==> config.mk <==
export PLATFORM = sky130hd
export DESIGN_NAME = vna_ram
export DESIGN_NICKNAME = d
export VERILOG_FILES = /design/src/sv/vna_ram.sv
export SDC_FILE = /design/constraint.sdc
export NUM_CORES = 1
export LEC_CHECK = 0
export BUFFER_PORTS_ARGS = -buffer_cell sky130_fd_sc_hd__buf_2
export CORE_ASPECT_RATIO = 1.4
export CORE_MARGIN = 3
export CORE_UTILIZATION = 55
export DETAILED_ROUTE_END_ITERATION = 7
export HOLD_SLACK_MARGIN = 0.15
export PLACE_DENSITY = 0.75
export SLEW_MARGIN = 20
export SYNTH_ARGS = -nofsm -noshare
export SYNTH_HDL_FRONTEND = slang
export SYNTH_SLANG_ARGS = --single-unit
==> constraint.sdc <==
create_clock -name i_clk -period 4.2 [get_ports i_clk]
set_clock_uncertainty 0.2 [all_clocks]
set_input_delay 0.21 -clock i_clk [delete_from_list [all_inputs] [get_ports i_clk]]
set_output_delay 0.21 -clock i_clk [all_outputs]
set_load 0.02 [all_outputs]
==> src/sv/vna_ram.sv <==
module vna_ram #(
    parameter int WIDTH = 8,
    parameter int DEPTH = 16
) (
    input  logic                     i_clk,
    input  logic                     i_we,
    input  logic [$clog2(DEPTH)-1:0] i_addr,
    input  logic [WIDTH-1:0]         i_wdata,
    output logic [WIDTH-1:0]         o_rdata
);

    logic [WIDTH-1:0] r_mem [DEPTH];
    logic [WIDTH-1:0] r_rdata;

    always_ff @(posedge i_clk) begin
        if (i_we) begin
            r_mem[i_addr] <= i_wdata;
        end
        r_rdata <= r_mem[i_addr];
    end

    assign o_rdata = r_rdata;

endmodule

==> results.txt, run 1 <==
Non-Filler Instances = 386
Vias/cell = 6.32
Post-Synthesis Cells = 230
Root Driver = clkbuf_16
Worst Tran Pin Value = 1.01 ns
Final ANT Viol Nets = 0
Number of detailed-route iterations in the first pass = 4
MaxCap Viol Count = 0
Die width = 87.1 um
I/O pins = 22
FF-to-FF End = o_rdata[0]$_DFF_P_
CTS Buffer Depth = 2
CTS buffer count = 17
Dominant synthesized flop cell = edfxtp_1
DR DRC count = 0
Layout cell share with drive strength beyond 1 = 30.2%
Setup crit end kind = register
# diodes = 0
Critical path class = in -> reg
WP data required = 4.04 ns
Setup TNS = 0 ns
Placed insts = 347
Synth cell count leaders = 128 x edfxtp_1, 32 x mux4_2, 16 x a22oi_1
Area of the multi-input gates = 0.00101 mm^2
Launch point of the worst path = i_addr[1]
Outcome = finished clean
Synth top area share = 75.9%
Max-slew headroom = 32.4%
Flip-flop and latch area = 0.00400 mm^2
HP Class = in -> reg
Total track usage = 21.8%
Final RePlAce weighted congestion = 0.802
WP data arrival = 1.91 ns
Iteration-0 DRC Markers = 283
Period Utilization, post-route = 49.3%
R2R Path Start = r_mem[0][0]$_DFFE_PP_
Unrepaired setup endpoints after global routing = false
Final net count = 283
Crit Path Max Fanout = 39
Initial antenna violation count = 0
PD cells = 526 mW/mm^2
Worst-Skew Late Latency = 0.41 ns
CTS tree = yes
Count leader, synth = edfxtp_1
Yosys top cell by area = edfxtp_1
Post-Syn Nets = 244
Fraction of registers with async set/reset = 0%
Routed vias = 2441
Site row count = 40
Hold Vio Cnt, Final = 0
Post_cts resized = 0
Die Y = 120 um
PortBufs = 21
H-tree depth = 4
Final WL = 10.1 mm
Overall power = 0.00311 W
Largest net degree at the start of global routing = 40
First-pass GRT wire length = 15.5 mm
Starting density of the core = 57.9%
Area growth syn-to-layout = 16.8%
End of the critical path = r_mem[15][7]$_DFFE_PP_
Avg WL per Cell = 26.3 um
CTS Sinks = 136
Syn_area_per_cell = 22.0 um^2
Core Util, Final = 67.6%
CTS clk-pin slew, worst paths = 0.05 ns
Minimum clock period = 2.07 ns
Worst-case reg-to-reg path depth = 3
Yosys reg bits = 136
Register area share after synthesis = 79.0%
Crit path launch type = input pin
Peak VDD IR = 0.334 mV
Synth area leaders = edfxtp_1 76%, mux4_2 14%, dfxtp_1 3.2%
Fmax = 483 MHz
Reg-to-reg slack, setup = 2.60 ns
Detailed placer's ending HPWL = 6.27 mm
Gr ovfl total = 0
Core Footprint = 0.00876 mm^2
Leakage = 1.94 nW
Pins over their slew limit = 0
Hold wc startpoint = i_we
Vias in the first global route = 2529
Final Setup Violations = 0
Post-synth EDFFs = 128
Layout fillers = 528
Cell Area, Synth = 0.00507 mm^2
Distinct cells, synth = 18
Synth Warn # = 0
Die ar. = 0.0104 mm^2
-- final cells by class --
| type | count | area share, % |
|---|---|---|
| Timing Repair Buffer | 31 | 3.38 |
| Clock inverter | 11 | 2.22 |
| Multi-Input combinational cell | 83 | 17.1 |
| Clock buffer | 20 | 7.38 |
| Sequential cell | 136 | 67.7 |
| Tap cell | 105 | 2.22 |
-- repair_timing --
item | in CTS | in global routing
buffers inserted | 0 | 0
hold buffers | 8 | 0
endpoints found under the hold margin | 128 | 0
-- how the worst min path moves through the flow --
stage | slack [ns] | cells past startpoint | to
finish | 0.23 | 3 | r_mem[12][2]$_DFFE_PP_
global route | 0.25 | 3 | r_mem[12][4]$_DFFE_PP_
CTS | 0.21 | 3 | r_mem[12][4]$_DFFE_PP_
detailed placement | 0.42 | 1 | r_mem[1][6]$_DFFE_PP_
global placement | 0.41 | 1 | r_mem[1][6]$_DFFE_PP_
floorplan | 0.11 | 0 | r_mem[0][0]$_DFFE_PP_
-- stage by stage --
step / worst slack (ns) / instance area, um^2 / hold WS, ns
finish: 2.13 / 5920 / 0.235
global placement: 1.72 / 5260 / 0.415
CTS: 2.13 / 5920 / 0.213
global route: 1.92 / 5920 / 0.245
detailed placement: 1.68 / 5270 / 0.425
floorplan: 2.30 / 5070 / 0.109
-- where the power goes --
part / internal, W / switching (W)
logic: 0.0000600 / 0.0000944
clock network: 0.000919 / 0.000508
registers: 0.00152 / 0.0000110
total: 0.00250 / 0.000613
-- cells by family after synthesis --
logic type	synth area share, %
flops	79.0
simple gates	3.21
compound gates	2.37
buf+inv	1.19
mux	14.2
-- critical path, stage by stage --
cell     delay [ns]
buf_2          0.70
nand2_1        0.27
nor2_1         0.71
-- flip-flops by register name (all words and copies together), names as in the netlist --
register,count
o_rdata,8
r_mem,128
-- cells in the final DEF (no fill, tap or decap), drive strengths merged, types with 3 or more instances in the layout --
cell type	count
dlygate4sd3	8
a22oi	16
clkinv	7
nand2	9
buf	23
bufinv	3
nor3	4
edfxtp	128
clkbuf	20
dfxtp	8
nor2	13
mux4	32
-- routing by layer --
layer	up-vias	global-route usage, %	wire, um
met5	-	0	0
met4	0	11.8	402
met3	29	6.11	605
met2	102	34.2	5280
met1	1265	27.3	3850
li1	1045	-	-
Power figures use the tool's default switching activity.
==> inputs of run 2 (changes only) <==
CORE_UTILIZATION = 54   (was 55)
PLACE_DENSITY = 0.77   (was 0.75)
clock period = 1.75 ns   (was 4.2 ns; I/O delays follow)
==> run 2 against run 1 <==
Flip-flop and latch count unchanged. Total power grew to 2.5 times the previous value. Cell count increased by 7.8%. Global-route usage down 0.25 points. Register-to-register slack got worse by 2.4 ns. Critical path type unchanged. Critical endpoint is now o_rdata[6]$_DFF_P_. Largest cell class unchanged.
==> results.txt, run 2 (synthesis gave the netlist of run 1 again) <==
Pint = 0.00627 W (was 0.00250 W)
Iteration-0 DRC Markers = 270 (was 283)
HP Class = in -> reg (unchanged)
DR DRC count = 0 (unchanged)
Worst-Skew Late Latency = 0.42 ns (was 0.41 ns)
Minimum clock period = 1.73 ns
Hold Vio Cnt, Final = 0 (unchanged)
Post-CTS Setup Inserts = 0 (unchanged)
Placed insts = 372 (was 347)
Vias/cell = 5.99 (was 6.32)
CTS Sinks = 136 (unchanged)
Fmax = 578 MHz
Gr ovfl total = 0 (unchanged)
Area growth syn-to-layout = 23.5% (was 16.8%)
Largest net degree at the start of global routing = 22 (was 40)
Die width = 87.9 um (was 87.1 um)
Combinational share of power = 5.1% (was 5.0%)
Crit path launch type = input pin (unchanged)
Final ANT Viol Nets = 0 (unchanged)
Final net count = 310 (was 283)
# diodes = 0 (unchanged)
Peak VDD IR = 0.846 mV (was 0.334 mV)
Core Footprint = 0.00908 mm^2 (was 0.00876 mm^2)
Outcome = finished clean (unchanged)
Final WL = 9.87 mm (was 10.1 mm)
I/O pins = 22 (unchanged)
Hold Path Depth = 4 (was 3)
Final Setup Violations = 0 (unchanged)
Setup TNS = 0 ns (unchanged)
Slowest Stage Delay on Critical Path = 0.63 ns (was 0.71 ns)
Max FFs per register = 128 (unchanged)
Switching power total = 0.00151 W (was 0.000613 W)
Slowest CP cell = dlygate4sd3_1 (was nor2_1)
Vias in the first global route = 2676 (was 2529)
Max-slew headroom = 44.1% (was 32.4%)
Final RePlAce weighted congestion = 0.765 (was 0.802)
Most common cell after layout, fill and taps aside = edfxtp_1 (unchanged)
Period Utilization, post-route = 98.9%
Setup crit end kind = register (unchanged)
H-tree depth = 4 (unchanged)
Layout fillers = 529 (was 528)
Avg WL per Cell = 23.7 um (was 26.3 um)
Critical path class = in -> reg (unchanged)
Total track usage = 21.5% (was 21.8%)
Initial antenna violation count = 0 (unchanged)
Non-Filler Instances = 416 (was 386)
Pre-CTS WS = 0.0747 ns (was 1.68 ns)
Final WS setup = 0.0184 ns (was 2.13 ns)
Critical path's most frequent cell = dlygate4sd3_1
Leakage = 2.12 nW (was 1.94 nW)
CTS clk-pin slew, worst paths = 0.06 ns (was 0.05 ns)
PD cells = 1240 mW/mm^2 (was 526 mW/mm^2)
Most frequent cells in the layout = 128 x edfxtp_1, 32 x mux4_2, 21 x buf_4 (was 128 x edfxtp_1, 32 x mux4_2, 21 x buf_2)
Detailed placer's ending HPWL = 6.09 mm (was 6.27 mm)
First-pass GRT wire length = 15.6 mm (was 15.5 mm)
Die Y = 121 um (was 120 um)
Hold Slack = 0.174 ns (was 0.235 ns)
Worst-case reg-to-reg path depth = 3 (unchanged)
WP data arrival = 1.82 ns (was 1.91 ns)
Register share of total power = 47.1% (was 49.2%)
Largest Register = r_mem (unchanged)
PortBufs = 21 (unchanged)
Site row count = 41 (was 40)
CTS buffer count = 17 (unchanged)
MaxCap Viol Count = 0 (unchanged)
Clk network pwr share = 47.7% (was 45.9%)
Number of detailed-route iterations in the first pass = 5 (was 4)
Starting density of the core = 55.8% (was 57.9%)
Routed vias = 2491 (was 2441)
Pins over their slew limit = 0 (unchanged)
Crit Path Max Fanout = 8 (was 39)
Worst Tran Pin Value = 0.837 ns (was 1.01 ns)
WP data required = 1.84 ns (was 4.04 ns)
CTS tree = yes (unchanged)
Layout cell share with drive strength beyond 1 = 37.2% (was 30.2%)
Sw Ratio = 19.4% (was 19.7%)
Unrepaired setup endpoints after global routing = true (was false)
Die ar. = 0.0106 mm^2 (was 0.0104 mm^2)
Cell Chain, Critical Path = dlygate4sd3_1 > buf_2 > nor2_1 > dlygate4sd3_1 > a22oi_2 > nand2_1 (was buf_2 > nand2_1 > nor2_1)
Root Driver = clkbuf_16 (unchanged)
CTS Buffer Depth = 2 (unchanged)
## run 2: repair_timing
action | in CTS | in global routing
hold endpoints to repair | 134 | 0
hold buffers | 12 | 0
setup endpoints to repair | 0 | 30
gates resized for setup | 0 | 8
## run 2: power by group through the flow
stage	sequential (W)	clock (W)	combinational, W
6_report	0.00367	0.00371	0.000400
5_1_grt	0.00367	0.00393	0.000436
4_1_cts	0.00367	0.00377	0.000398
3_5_place_dp	0.00373	0	0.000372
3_3_place_gp	0.00373	0	0.000363
2_1_floorplan	0.00375	0	0.000188
## run 2: critical path: cells and delay by family
| kind | cells | cell delay [ns] |
|---|---|---|
| AO/OA/AOI/OAI | 1 | 0.21 |
| buffers and inverters | 3 | 1.34 |
| AND/OR/NAND/NOR | 2 | 0.18 |
## run 2: worst paths after layout
kind,slack [ns],from,endpoint
worst max-delay path,0.02,i_addr[2],o_rdata[6]$_DFF_P_
worst min-delay path,0.17,i_addr[0],r_mem[0][7]$_DFFE_PP_
worst max register to register,0.16,r_mem[3][7]$_DFFE_PP_,o_rdata[7]$_DFF_P_
worst min register to register,0.48,r_mem[12][4]$_DFFE_PP_,o_rdata[4]$_DFF_P_
## run 2: layout make-up
type / instances / area [um^2] / share of cell area [%]
Sequential cell: 136 / 4000 / 64.0
Clock inverter: 12 / 175 / 2.80
Clock buffer: 20 / 457 / 7.30
Multi-Input combinational cell: 83 / 1030 / 16.4
Tap cell: 107 / 134 / 2.14
Timing Repair Buffer: 58 / 459 / 7.34
## run 2: layer usage
layer  share of wire [%]  global-route usage, %  up-vias
li1                    -                      -     1091
met1                  38                   25.1     1318
met2                  58                   36.3       74
met3                 3.3                   5.86        8
met4                 1.1                   10.5        0
met5                   0                      0        -
## run 2: per-stage QoR
| step | area (um^2) | utilization, % | total power, W |
|---|---|---|---|
| 2_1_floorplan | 5070 | - | 0.00394 |
| 3_3_place_gp | 5480 | 60.3 | 0.00409 |
| 3_5_place_dp | 5480 | 60.3 | 0.00410 |
| 4_1_cts | 6230 | 68.6 | 0.00784 |
| 5_1_grt | 6260 | 68.9 | 0.00804 |
| 6_report | 6260 | 68.9 | 0.00778 |
